### src/hdl/cfd_pkg.sv
// ----------------------------------------------------------------------------
// cfd_pkg
// Shared types and constants of the COBS frame decoder.
// ----------------------------------------------------------------------------
`default_nettype none

package cfd_pkg;

  // Item operations carried in the input tuser field.
  typedef enum logic [1:0] {
    OP_RECEIVE = 2'd0,
    OP_CLEAR   = 2'd1,
    OP_READ    = 2'd2
  } op_e;

  localparam int unsigned DataW   = 8;
  localparam int unsigned IndexW  = 6;
  localparam int unsigned CountW  = 7;
  localparam int unsigned LimitW  = 8;

  localparam logic [LimitW-1:0] LimitReset = 8'd64;

  // Decoder status after one item.
  typedef struct packed {
    logic              awaiting_code;
    logic              fault;
    logic              frame_complete;
    logic [CountW-1:0] byte_count;
  } cfd_status_t;

endpackage

`default_nettype wire

### src/hdl/cobs_frame_decoder.sv
// ----------------------------------------------------------------------------
// cobs_frame_decoder
// Usage:
//   The slave stream carries one item per beat: tuser holds the operation
//   (receive byte, clear, read entry), tdata the line byte and read index.
//   Every item gives exactly one result beat on the master stream with the
//   read data (zero unless a read) and the status after that item: byte
//   count, frame complete, sticky fault and awaiting code.
//   The cfg channel writes the store limit; it is always ready and is meant
//   to be written only while no item is in flight.
// Timing:
//   An item accepted at one clock edge is held in the input register; its
//   state update and store access happen as it moves to the result register.
//   One item per cycle is sustained while the receiver takes results; the
//   single store write/read port and the count update set that figure.
// Reset and stall:
//   Reset clears count, code position and fault and sets the limit to 64.
//   Store contents are not cleared. When the receiver stalls, the result
//   is held, one more item waits in the input register, and tready falls.
// ----------------------------------------------------------------------------
`default_nettype none

module cobs_frame_decoder import cfd_pkg::*; #(
  parameter int unsigned STORE_DEPTH = 64
) (
  input  wire logic        clk_i,
  input  wire logic        rst_ni,
  // cfg: store_limit[7:0]
  input  wire logic        cfg_valid_i,
  output logic             cfg_ready_o,
  input  wire logic [7:0]  cfg_data_i,
  input  wire logic        s_axis_tvalid_i,
  output logic             s_axis_tready_o,
  // tdata: data_byte[7:0], read_index[13:8], zero[15:14]
  input  wire logic [15:0] s_axis_tdata_i,
  // tuser: operation[1:0]
  input  wire logic [1:0]  s_axis_tuser_i,
  output logic             m_axis_tvalid_o,
  input  wire logic        m_axis_tready_i,
  // tdata: read_data[7:0], byte_count[14:8], frame_complete[15], fault[16],
  //        awaiting_code[17], zero[23:18]
  output logic      [23:0] m_axis_tdata_o
);

  localparam int unsigned AddrW = (STORE_DEPTH > 1) ? $clog2(STORE_DEPTH) : 1;
  localparam logic [7:0]  DepthB = 8'(STORE_DEPTH);

  logic [LimitW-1:0] limit_q;

  logic              s1_valid_q;
  op_e               s1_op_q;
  logic [DataW-1:0]  s1_byte_q;
  logic [IndexW-1:0] s1_idx_q;
  logic              s1_adv;
  logic              s1_upd;

  logic              out_valid_q;
  cfd_status_t       out_status_q;
  logic              out_rd_q;

  logic [7:0]        idx8;
  logic              rd_hit;
  logic              we;
  logic [AddrW-1:0]  waddr;
  logic [DataW-1:0]  wdata;
  logic [DataW-1:0]  rdata;
  logic [DataW-1:0]  read_data;
  cfd_status_t       status;

  assign cfg_ready_o     = 1'b1;
  assign s1_adv          = !out_valid_q || m_axis_tready_i;
  assign s1_upd          = s1_valid_q && s1_adv;
  assign s_axis_tready_o = !s1_valid_q || s1_adv;

  always_ff @(posedge clk_i or negedge rst_ni) begin
    if (!rst_ni) begin
      limit_q <= LimitReset;
    end else if (cfg_valid_i && cfg_ready_o) begin
      limit_q <= cfg_data_i;
    end
  end

  // Input register.
  always_ff @(posedge clk_i or negedge rst_ni) begin
    if (!rst_ni) begin
      s1_valid_q <= 1'b0;
    end else if (s_axis_tready_o) begin
      s1_valid_q <= s_axis_tvalid_i;
    end
  end

  always_ff @(posedge clk_i) begin
    if (s_axis_tvalid_i && s_axis_tready_o) begin
      s1_op_q   <= op_e'(s_axis_tuser_i);
      s1_byte_q <= s_axis_tdata_i[7:0];
      s1_idx_q  <= s_axis_tdata_i[13:8];
    end
  end

  cfd_ctrl #(
    .STORE_DEPTH(STORE_DEPTH)
  ) u_ctrl (
    .clk_i    (clk_i),
    .rst_ni   (rst_ni),
    .upd_i    (s1_upd),
    .op_i     (s1_op_q),
    .byte_i   (s1_byte_q),
    .limit_i  (limit_q),
    .we_o     (we),
    .waddr_o  (waddr),
    .wdata_o  (wdata),
    .status_o (status)
  );

  // Reads beyond the store depth answer zero and never touch the RAM.
  assign idx8   = 8'(s1_idx_q);
  assign rd_hit = (s1_op_q == OP_READ) && (idx8 < DepthB);

  cfd_ram #(
    .WIDTH(DataW),
    .DEPTH(STORE_DEPTH)
  ) u_store (
    .clk_i   (clk_i),
    .we_i    (we),
    .waddr_i (waddr),
    .wdata_i (wdata),
    .re_i    (s1_upd && rd_hit),
    .raddr_i (idx8[AddrW-1:0]),
    .rdata_o (rdata)
  );

  // Result register; the RAM read data register holds alongside it.
  always_ff @(posedge clk_i or negedge rst_ni) begin
    if (!rst_ni) begin
      out_valid_q <= 1'b0;
    end else if (s1_adv) begin
      out_valid_q <= s1_valid_q;
    end
  end

  always_ff @(posedge clk_i) begin
    if (s1_upd) begin
      out_status_q <= status;
      out_rd_q     <= rd_hit;
    end
  end

  assign read_data       = out_rd_q ? rdata : '0;
  assign m_axis_tvalid_o = out_valid_q;
  assign m_axis_tdata_o  = {6'd0, out_status_q.awaiting_code, out_status_q.fault,
                            out_status_q.frame_complete, out_status_q.byte_count,
                            read_data};

endmodule

`default_nettype wire

### src/hdl/cfd_ram.sv
// ----------------------------------------------------------------------------
// cfd_ram
// Generic single-write, single-read RAM with registered read data.
// ----------------------------------------------------------------------------
`default_nettype none

module cfd_ram #(
  parameter int unsigned WIDTH = 8,
  parameter int unsigned DEPTH = 64,
  localparam int unsigned AddrW = (DEPTH > 1) ? $clog2(DEPTH) : 1
) (
  input  wire logic             clk_i,
  input  wire logic             we_i,
  input  wire logic [AddrW-1:0] waddr_i,
  input  wire logic [WIDTH-1:0] wdata_i,
  input  wire logic             re_i,
  input  wire logic [AddrW-1:0] raddr_i,
  output logic      [WIDTH-1:0] rdata_o
);

  logic [WIDTH-1:0] mem_q [DEPTH];
  logic [WIDTH-1:0] rdata_q;

  always_ff @(posedge clk_i) begin
    if (we_i) begin
      mem_q[waddr_i] <= wdata_i;
    end
    if (re_i) begin
      rdata_q <= mem_q[raddr_i];
    end
  end

  assign rdata_o = rdata_q;

endmodule

`default_nettype wire

### src/hdl/cfd_ctrl.sv
// ----------------------------------------------------------------------------
// cfd_ctrl
// Decoder state: stored count, next zero position and overflow flag, with
// the store write for each received byte that is stored.
// ----------------------------------------------------------------------------
`default_nettype none

module cfd_ctrl import cfd_pkg::*; #(
  parameter int unsigned STORE_DEPTH = 64,
  localparam int unsigned AddrW = (STORE_DEPTH > 1) ? $clog2(STORE_DEPTH) : 1
) (
  input  wire logic              clk_i,
  input  wire logic              rst_ni,
  input  wire logic              upd_i,
  input  wire op_e               op_i,
  input  wire logic [DataW-1:0]  byte_i,
  input  wire logic [LimitW-1:0] limit_i,
  output logic                   we_o,
  output logic      [AddrW-1:0]  waddr_o,
  output logic      [DataW-1:0]  wdata_o,
  output cfd_status_t            status_o
);

  localparam int unsigned CntW = $clog2(STORE_DEPTH + 1);
  localparam logic [LimitW-1:0] DepthB = LimitW'(STORE_DEPTH);

  logic [CntW-1:0]   cnt_q, cnt_d;
  logic [DataW-1:0]  nz_q, nz_d;
  logic              flt_q, flt_d;
  logic [LimitW-1:0] eff_limit;
  logic [7:0]        cnt8, cnt8_d, cnt_inc;

  assign eff_limit = (limit_i > DepthB) ? DepthB : limit_i;
  assign cnt8      = 8'(cnt_q);
  assign cnt_inc   = cnt8 + 8'd1;
  assign waddr_o   = cnt8[AddrW-1:0];

  always_comb begin
    cnt_d   = cnt_q;
    nz_d    = nz_q;
    flt_d   = flt_q;
    we_o    = 1'b0;
    wdata_o = byte_i;
    if (upd_i) begin
      unique case (op_i)
        OP_RECEIVE: begin
          if (nz_q == '0) begin
            nz_d = byte_i;
          end else if (byte_i == '0) begin
            nz_d = '0;
          end else if (cnt8 < eff_limit) begin
            we_o  = 1'b1;
            cnt_d = CntW'(cnt_inc);
            // Reaching the coded position stores a zero; the byte is the
            // next code, relative to the new count.
            if (cnt_inc == nz_q) begin
              wdata_o = '0;
              nz_d    = byte_i + cnt_inc;
            end
          end else begin
            flt_d = 1'b1;
          end
        end
        OP_CLEAR: begin
          cnt_d = '0;
          nz_d  = '0;
          flt_d = 1'b0;
        end
        OP_READ: begin
        end
        default: begin
        end
      endcase
    end
  end

  always_ff @(posedge clk_i or negedge rst_ni) begin
    if (!rst_ni) begin
      cnt_q <= '0;
      nz_q  <= '0;
      flt_q <= 1'b0;
    end else begin
      cnt_q <= cnt_d;
      nz_q  <= nz_d;
      flt_q <= flt_d;
    end
  end

  assign cnt8_d                  = 8'(cnt_d);
  assign status_o.byte_count     = cnt8_d[CountW-1:0];
  assign status_o.awaiting_code  = (nz_d == '0);
  assign status_o.frame_complete = (cnt_d != '0) && (nz_d == '0);
  assign status_o.fault          = flt_d;

endmodule

`default_nettype wire

### config.mk
export PLATFORM = sky130hd
export DESIGN_NAME = cobs_frame_decoder
export DESIGN_NICKNAME = d
export VERILOG_FILES = /design/src/hdl/cfd_pkg.sv /design/src/hdl/cobs_frame_decoder.sv /design/src/hdl/cfd_ram.sv /design/src/hdl/cfd_ctrl.sv
export SDC_FILE = /design/constraint.sdc
export NUM_CORES = 1
export LEC_CHECK = 0
export ABC_CLOCK_PERIOD_IN_PS = 9220
export CORE_MARGIN = 3
export CORE_UTILIZATION = 30
export DETAILED_ROUTE_END_ITERATION = 10
export DONT_BUFFER_PORTS = 1
export PLACE_DENSITY_LB_ADDON = 0.2
export SLEW_MARGIN = 5
export SYNTH_ARGS = -nofsm -noshare
export SYNTH_HDL_FRONTEND = slang
export SYNTH_SLANG_ARGS = --single-unit
### constraint.sdc
create_clock -name clk_i -period 9.22 [get_ports clk_i]
set_input_delay 0.461 -clock clk_i [delete_from_list [all_inputs] [get_ports clk_i]]
set_output_delay 0.461 -clock clk_i [all_outputs]
set_load 0.01 [all_outputs]
==> results of run 1 <==
cells in the final DEF (no fill, tap or decap), types with 4 or more instances in the layout:
master,Yosys,layout
sky130_fd_sc_hd__clkbuf_16,0,62
sky130_fd_sc_hd__dlygate4sd3_1,0,35
sky130_fd_sc_hd__conb_1,2,7
sky130_fd_sc_hd__ha_1,14,14
sky130_fd_sc_hd__nor2b_4,0,7
sky130_fd_sc_hd__mux4_2,168,168
sky130_fd_sc_hd__nor4_1,10,9
sky130_fd_sc_hd__o31ai_1,5,5
sky130_fd_sc_hd__dfrtp_1,25,25
sky130_fd_sc_hd__clkbuf_1,40,6
sky130_fd_sc_hd__edfxtp_1,547,547
sky130_fd_sc_hd__nand3_1,16,16
sky130_fd_sc_hd__a21oi_1,9,9
sky130_fd_sc_hd__bufinv_16,0,7
sky130_fd_sc_hd__or3_1,11,11
sky130_fd_sc_hd__and3_1,4,4
sky130_fd_sc_hd__xor2_1,7,7
sky130_fd_sc_hd__nand2_1,32,32
sky130_fd_sc_hd__clkbuf_8,0,5
sky130_fd_sc_hd__and2_1,10,10
sky130_fd_sc_hd__a31oi_1,7,7
sky130_fd_sc_hd__clkinv_1,0,12
sky130_fd_sc_hd__o41ai_1,4,4
sky130_fd_sc_hd__nor2_1,76,75
sky130_fd_sc_hd__mux2_2,8,8
sky130_fd_sc_hd__or4_1,5,5
sky130_fd_sc_hd__clkinv_2,0,12
sky130_fd_sc_hd__buf_4,8,26
sky130_fd_sc_hd__nor3_1,19,17
sky130_fd_sc_hd__nand2b_1,6,6
sky130_fd_sc_hd__inv_1,16,16
sky130_fd_sc_hd__xnor2_1,7,7
metal layers:
metal / global-route usage [%] / up-vias / part of all wire (%)
li1: - / 4882 / -
met1: 18.6 / 6075 / 44
met2: 23.6 / 259 / 51
met3: 2.24 / 80 / 3.8
met4: 3.06 / 0 / 1.8
met5: 0 / - / 0
how the worst max path moves through the flow:
stage / startpoint / endpoint / slack (ns)
final: limit_q[7] / u_store.mem_q[8][6] / 4.68
after global routing: limit_q[7] / u_store.mem_q[8][6] / 4.25
after CTS: limit_q[7] / u_store.mem_q[8][5] / 4.60
after detailed placement: limit_q[7] / u_store.mem_q[8][5] / 4.62
after global placement: limit_q[7] / u_store.mem_q[8][7] / 4.73
after floorplan: limit_q[7] / u_store.mem_q[0][2] / 5.24
power groups by stage:
stage / Combinational [mW] / Clock, mW / Sequential (mW)
6_report: 0.714 / 2.46 / 3.01
5_1_grt: 0.775 / 2.65 / 3.01
4_1_cts: 0.721 / 2.53 / 3.01
3_5_place_dp: 0.701 / 0 / 3.06
3_3_place_gp: 0.699 / 0 / 3.06
2_1_floorplan: 0.496 / 0 / 3.01
sequential cells by signal (all words and copies together) (netlist names), 6 cells and up:
name and cells:
s1_idx_q 6, u_store.mem_q 512, u_ctrl.cnt_q 7, u_ctrl.nz_q 8, u_store.rdata_o 8, m_axis_tdata_o 10
limit_q 8, s1_byte_q 8
worst max-delay path, stage by stage (launching register included):
cell and delay, ns:
sky130_fd_sc_hd__dfrtp_1 0.39, sky130_fd_sc_hd__nor2_1 0.34, sky130_fd_sc_hd__nand2_1 0.11, sky130_fd_sc_hd__ha_1 0.30, sky130_fd_sc_hd__a211o_1 0.26, sky130_fd_sc_hd__a31oi_1 0.25
sky130_fd_sc_hd__o21ai_1 0.09, sky130_fd_sc_hd__buf_4 0.20, sky130_fd_sc_hd__nor3_1 0.51, sky130_fd_sc_hd__nand3_1 0.53, sky130_fd_sc_hd__nor4b_2 1.15
metrics by stage:
| stage | instances | setup WS, ns | util (%) |
|---|---|---|---|
| after global routing | 2290 | 4.25 | 35.3 |
| after global placement | 2142 | 4.73 | 32.2 |
| after CTS | 2290 | 4.60 | 35.3 |
| after detailed placement | 2142 | 4.62 | 32.2 |
| after floorplan | 1150 | 5.24 | - |
| final | 2291 | 4.68 | 35.3 |
cell families after synthesis:
group / share of synthesized area, %
other: 0.0323
DFF: 73.5
xor gates and xnor gates: 0.721
buffers and inverters: 1.51
and+or+nand+nor: 4.54
adders and majority gates: 0.840
muxes: 16.7
AOI/OAI and AO/OA: 2.16
final cells by class:
type | instances | area share (%)
clock inverter | 39 | 1.41
timing repair buffer | 64 | 2.25
multi-input combinational | 495 | 21.9
sequential | 573 | 63.3
inverter | 16 | 0.223
tap | 1030 | 4.78
antenna | 1 | 0.00928
clock buffer | 73 | 6.09
==> metrics.md, run 1 <==
| Metric | Value |
|---|---|
| Outcome | `finished, final reports clean` |
| Routability Congestion | `0.826` |
| Final net count | `1,256` |
| Primary flip-flop cell chosen by synthesis mapping | `sky130_fd_sc_hd__edfxtp_1` |
| Height of the die | `284 um` |
| Vias post-DR | `approximately 11,000` |
| Count of routing violations after the opening detailed-route iteration | `888` |
| Relative slew slack | `between 10% and 20%` |
| Kind of launch point of the worst setup path | `register` |
| Async set-reset flop share out of synthesis | `4.54%` |
| Clock H-tree levels | `2` |
| Number of post-CTS setup repair buffers | `0` |
| Cell chosen for the clock root | `sky130_fd_sc_hd__clkbuf_16` |
| Setup slack on the worst flop-to-flop path | `around 4.7 ns` |
| Sequential area share after synthesis | `73.5%` |
| Critical path arrival | `4.76 ns` |
| Maximum resistive drop on vdd | `0.151 mV` |
| Dominant cells by area after synthesis | `sky130_fd_sc_hd__edfxtp_1, sky130_fd_sc_hd__mux4_2, sky130_fd_sc_hd__dfrtp_1` |
| Gate power share | `11.5%` |
| Max Freq | `220 MHz` |
| Clock latency reported for the late side of the worst-skew pair | `0.62 ns` |
| Clock buffers created by TritonCTS | `60` |
| Average footprint of a synthesized cell | `20.3 um2` |
| Hold/Removal Path Class | `in2reg` |
| Area enclosed by the die boundary | `0.0808 mm2` |
| Vias in the first global route | `11,733` |
| Mean number of vias per cell | `4.93` |
| Hold Path End | `s1_valid_q` |
| Global route overflow | `0` |
| Number of storage elements in the synthesis netlist | `573` |
| Worst-case reg-to-reg path depth | `10` |
| Final Hold Slack | `0.185 ns` |
| CTS tree | `done` |
| Leakage power | `8.47 nW` |
| Area grow syn2layout | `16.1%` |
| Number of enable flip-flop cells after synthesis | `547` |
| Maximum number of buffers from clock root to sink | `3` |
| Critical register-to-register path endpoint | `u_store.mem_q[8][6]` |
| TritonCTS sink count | `573` |
| ANT nets after route | `0` |
| Footprint of the multi-input gates | `0.00591 mm2` |
| Transition time at the pin with the least slew margin | `1.24 ns` |
| Shortest clock period the worst path allows after layout | `4.54 ns` |
| Start point of the worst min-delay path | `m_axis_tready_i` |
| Wire length after detailed routing | `55,800 um` |
| Total core area | `roughly 0.076 mm2` |
| Mean routed wirelength per cell | `24.4 um` |
| Cell Area, Placed | `between 0.02 and 0.025 mm2` |
| Type of the worst setup path | `reg2reg` |
| Width of the die | `284 um` |
| Post-CTS resize count | `0` |
| Clk network pwr share | `39.8%` |
| Synthesized instance count | `1,145` |
| Initial antenna violation count | `1` |
| Starting Density | `30.4%` |
| Kind of end point of the critical path | `register` |
| Highest net fanout along the worst path | `15` |
| Top Ports | `58` |
| Hold depth | `3` |
| Yosys warnings | `0` |
| Wire length of the first global-routing pass | `82,200 um` |
| Clock transition time at the flip-flop clock pins of the worst setup and hold paths | `0.06 ns` |
| Clock skew | `0.0229 ns` |
| First drt pass iteration count | `5` |
| Sw frac | `25.0%` |
| Sequential cell area | `0.0171 mm2` |
| I/O Buffers | `0` |
| Cell type with the largest total area after synthesis | `sky130_fd_sc_hd__edfxtp_1` |
| Power density over the cells | `229 mW/mm2` |
| Setup TNS | `0 ns` |
| Cell internal pwr | `around 4.6 mW` |
| Sequential share of power | `between 40% and 50%` |
| Number of fill cells | `7,136` |
| Hpwl dp | `35,000 um` |
| Hold buffer count at cts | `36` |
| Data required, critical path | `9.44 ns` |
| Fin. Hold Viols | `0` |
| Final setup violation count | `0` |
| Proportion of layout cells with a drive suffix above 1 | `25.2%` |
| Post-synthesis cell type count | `67` |
| GRT Total Usage | `13.8%` |
| Final Instance Area | `0.0270 mm2` |
| Most frequent cell after synthesis | `sky130_fd_sc_hd__edfxtp_1` |
| Proportion of netlist area held by the largest area contributor | `70.7%` |
| RSZ-0062 raised after global routing | `false` |
| Startpoint of the most critical register-to-register path | `limit_q[7]` |
| Total power draw | `6.19 mW` |
| Placement row count | `101` |
| Commonest cells in the synthesized netlist | `sky130_fd_sc_hd__edfxtp_1, sky130_fd_sc_hd__mux4_2, sky130_fd_sc_hd__nor2_1` |
| Switching Power | `1.55 mW` |
| Drt drc | `0` |
| Largest net degree at the start of global routing | `around 130` |
| Period utilization | `49.2%` |
| Mapped Area | `0.0232 mm2` |
| MaxCap Viol Count | `0` |
| Pins over their slew limit | `0` |
Note: power is estimated with default switching activity, not from simulation.
==> run 2: changes to the inputs <==
ABC_AREA = 1   (was not set)
ABC_CLOCK_PERIOD_IN_PS = 4700   (was 9220)
clock period = 4.7 ns   (was 9.22 ns; I/O delays follow)
==> metrics.md, run 2 <==
| Metric | Value |
|---|---|
| Outcome | `finished, final reports clean` |
| Hpwl dp | `40,200 um (+15%)` |
| Area grow syn2layout | `13.5%` |
| Synthesized instance count | `1,990 (+74%)` |
| Adder-cell area share of the yosys netlist | `0.820% (-0.020 points)` |
| PnR worst setup slack | `0.691 ns (-3.99 ns)` |
| First drt pass iteration count | `5 (unchanged)` |
| CTS tree | `done` |
| Sum of buffers and inverters on the critical path | `1 (unchanged)` |
| Data required, critical path | `4.93 ns (-4.51 ns)` |
| Critical path arrival | `4.24 ns (-0.52 ns)` |
| Number of storage elements in the synthesis netlist | `573 (unchanged)` |
| Maximum number of buffers from clock root to sink | `3 (unchanged)` |
| RSZ-0062 raised after global routing | `false` |
| ANT nets after route | `0 (unchanged)` |
| Commonest cells in the synthesized netlist | `sky130_fd_sc_hd__edfxtp_1, sky130_fd_sc_hd__nor2_1, sky130_fd_sc_hd__o21ai_0` |
| Global route overflow | `0 (unchanged)` |
| Leakage power | `8.97 nW (+5.9%)` |
| Post-synthesis cell type count | `42 (-37%)` |
| Vias in the first global route | `15,312 (+31%)` |
| Largest net degree at the start of global routing | `257 (+99%)` |
| Width of the die | `288 um (+1.2%)` |
| Routing usage on met3 | `3.14% (+0.90 points)` |
| Highest net fanout along the worst path | `9 (-6)` |
| Mapped Area | `0.0238 mm2 (+2.5%)` |
| Global-route met1 utilization | `22.6% (+4.0 points)` |
| Top Ports | `58 (unchanged)` |
| Placement row count | `102 (+0.99%)` |
| Flip-flop count of the largest register after layout | `512 (unchanged)` |
| Kind of launch point of the worst setup path | `register` |
| Dominant combinational cell family by area after synthesis | `compound AO/OA/AOI/OAI gates` |
| Dominant cells by area after synthesis | `sky130_fd_sc_hd__edfxtp_1, sky130_fd_sc_hd__o21ai_0, sky130_fd_sc_hd__nor2_1` |
| Clock H-tree levels | `2 (unchanged)` |
| Yosys warnings | `0 (unchanged)` |
| Mean number of vias per cell | `5.03 (+2.0%)` |
| Compound-cell area share of the yosys netlist | `12.7% (+11 points)` |
| Most frequent cell after synthesis | `sky130_fd_sc_hd__edfxtp_1` |
| Area enclosed by the die boundary | `0.0828 mm2 (+2.4%)` |
| Relative slew slack | `20.7% (+3.7 points)` |
| CP max stage cell | `sky130_fd_sc_hd__nor2_1` |
| Met2 Use GR | `25.6% (+2.0 points)` |
| MaxCap Viol Count | `0 (unchanged)` |
| Simple logic cell fraction of the synthesized area | `10.5% (+5.9 points)` |
| Peak-usage layer in the global routing report | `met2` |
| Total core area | `0.0781 mm2 (+2.3%)` |
| Util after Layout | `34.6% (-0.72 points)` |
| Cell type with the largest total area after synthesis | `sky130_fd_sc_hd__edfxtp_1` |
| Final setup violation count | `0 (unchanged)` |
| Setup TNS | `0 ns (unchanged)` |
| Drt drc | `0 (unchanged)` |
| Starting Density | `30.5% (+0.041 points)` |
| Number of post-CTS setup repair buffers | `0 (unchanged)` |
| Wire length after detailed routing | `67,500 um (+21%)` |
| GRT Total Usage | `16.1% (+2.3 points)` |
| Clock skew | `0.0186 ns (-0.00433 ns)` |
| Kind of end point of the critical path | `register` |
| Cell chosen for the clock root | `sky130_fd_sc_hd__clkbuf_16` |
| Mean routed wirelength per cell | `21.9 um (-10%)` |
| Slowest cell delay on critical path | `0.75 ns (-0.40 ns)` |
| Proportion of layout cells with a drive suffix above 1 | `6.58% (-19 points)` |
| Most numerous cell on the critical path | `sky130_fd_sc_hd__nand2_1` |
| Primary flip-flop cell chosen by synthesis mapping | `sky130_fd_sc_hd__edfxtp_1` |
| Most frequent cells in the layout | `sky130_fd_sc_hd__edfxtp_1, sky130_fd_sc_hd__nor2_1, sky130_fd_sc_hd__o21ai_0, sky130_fd_sc_hd__o22ai_1, sky130_fd_sc_hd__nand2_1` |
| Clock transition time at the flip-flop clock pins of the worst setup and hold paths | `0.06 ns (about the same)` |
| Dominant delay contributor by cell family on the critical path | `simple AND/OR/NAND/NOR gates` |
| Vias post-DR | `15,482 (+37%)` |
| Final net count | `2,038 (+62%)` |
| Pins over their slew limit | `0 (unchanged)` |
| Maximum resistive drop on vdd | `0.288 mV (+91%)` |
| Shortest clock period the worst path allows after layout | `4.01 ns (-0.532 ns)` |
| Clock buffers created by TritonCTS | `57 (-5.0%)` |
| Transition time at the pin with the least slew margin | `1.19 ns (-0.0530 ns)` |
| Proportion of netlist area held by the largest area contributor | `69.0% (-1.7 points)` |
| Fraction of synthesized cell area in xor and xnor cells | `0.294% (-0.43 points)` |
| Height of the die | `288 um (+1.2%)` |
| Initial antenna violation count | `0 (-1)` |
| Routability Congestion | `0.858 (+3.8%)` |
| Async set-reset flop share out of synthesis | `4.54% (unchanged)` |
| I/O Buffers | `0 (unchanged)` |
| Number of enable flip-flop cells after synthesis | `547 (unchanged)` |
| Most frequent standard cell in the layout excluding fill and tap cells | `sky130_fd_sc_hd__edfxtp_1` |
| Largest reg by FF count | `u_store.mem_q` |
| Max Freq | `249 MHz (+13%)` |
| TritonCTS sink count | `573 (unchanged)` |
| Cell Chain, Critical Path | `nor3_1 -> nand4_1 -> o21ai_0 -> nand2_1 -> ha_1 -> a21o_1 -> a21oi_1 -> nand2_2 -> nor2_1 -> nand2_1 -> clkinv_1 -> nand2_1 -> nor2_1` |
| Hold/Removal Path Class | `in2async` |
| Power density over the cells | `453 mW/mm2 (+97%)` |
| Average footprint of a synthesized cell | `12.0 um2 (-41%)` |
| Clock latency reported for the late side of the worst-skew pair | `0.62 ns (about the same)` |
| Type of the worst setup path | `reg2reg` |
| Fin. Hold Viols | `0 (unchanged)` |
| Post-CTS resize count | `0 (unchanged)` |
| Wire length of the first global-routing pass | `99,900 um (+22%)` |
| Sequential area share after synthesis | `71.7% (-1.8 points)` |
| Count of routing violations after the opening detailed-route iteration | `1,466 (+65%)` |
| Post-synthesis mux area share | `0.236% (-16 points)` |
| Period utilization | `85.3% (+36 points)` |
| Place WS | `0.608 ns (-4.01 ns)` |
-- run 2: metrics by stage --
| step | cells | area (um2) | power, mW | hold slack, ns |
|---|---|---|---|---|
| 2_1_floorplan | 1995 | 23800 | 7.28 | -0.0606 |
| 3_3_place_gp | 2942 | 25000 | 7.97 | -0.0596 |
| 3_5_place_dp | 2942 | 25000 | 7.96 | -0.0592 |
| 4_1_cts | 3077 | 27000 | 12.4 | 0.0391 |
| 5_1_grt | 3077 | 27000 | 12.8 | 0.0699 |
| 6_report | 3078 | 27000 | 12.2 | 0.0728 |
-- run 2: kinds of logic after synthesis --
group	Yosys count
mux	5
compound gates	539
xor+xnor	8
simple gates	625
other cells	2
fa+ha+maj	15
buf+inv	223
flops	573
-- run 2: final cells by class --
cell class / count / area [um2]
inverter: 99 / 378
clock inverter: 28 / 205
antenna: 1 / 2.50
multi-input combinational: 1199 / 5930
timing repair buffer: 62 / 603
fill: 7715 / 51100
tap: 1040 / 1300
sequential: 573 / 17100
clock buffer: 76 / 1540
-- run 2: final timing paths --
path / from / endpoint / slack (ns) / cells past startpoint
max in group asynchronous: rst_ni / limit_q[6] / 4.39 / 2
min in group clk_i: s_axis_tdata_i[0] / s1_byte_q[0] / 0.25 / 1
worst min register to register: limit_q[3] / limit_q[3] / 0.54 / 1
worst min-delay path: rst_ni / u_ctrl.nz_q[4] / 0.07 / 2
worst max register to register: limit_q[3] / u_store.mem_q[2][3] / 0.69 / 13
worst max-delay path: limit_q[3] / u_store.mem_q[2][3] / 0.69 / 13
-- run 2: worst register-to-register path, stage by stage, from the launching register on --
cell	delay, ns
sky130_fd_sc_hd__dfrtp_1	0.39
sky130_fd_sc_hd__nor3_1	0.20
sky130_fd_sc_hd__nand4_1	0.09
sky130_fd_sc_hd__o21ai_0	0.22
sky130_fd_sc_hd__nand2_1	0.11
sky130_fd_sc_hd__ha_1	0.31
sky130_fd_sc_hd__a21o_1	0.16
sky130_fd_sc_hd__a21oi_1	0.15
sky130_fd_sc_hd__nand2_2	0.15
sky130_fd_sc_hd__nor2_1	0.31
sky130_fd_sc_hd__nand2_1	0.13
sky130_fd_sc_hd__clkinv_1	0.24
sky130_fd_sc_hd__nand2_1	0.43
sky130_fd_sc_hd__nor2_1	0.75
-- run 2: routing by layer --
metal	wire length, um	vias up	share of wire, %
met5	0	-	0
met4	1400	0	2.1
met3	4320	83	6.4
met2	30800	463	46
met1	31000	7726	46
li1	-	7210	-
-- run 2: what timing repair did --
action | CTS | global route
hold endpoints to repair | 52 | 0
hold buffers | 31 | 0
setup endpoints to repair | 0 | 0
-- run 2: power breakdown --
part           leakage, nW  total (mW)  switching [mW]  internal, mW
Sequential            5.27        5.96           0.166          5.79
Clock                0.845        4.33            1.88          2.45
Combinational         2.85        1.94            1.42         0.518
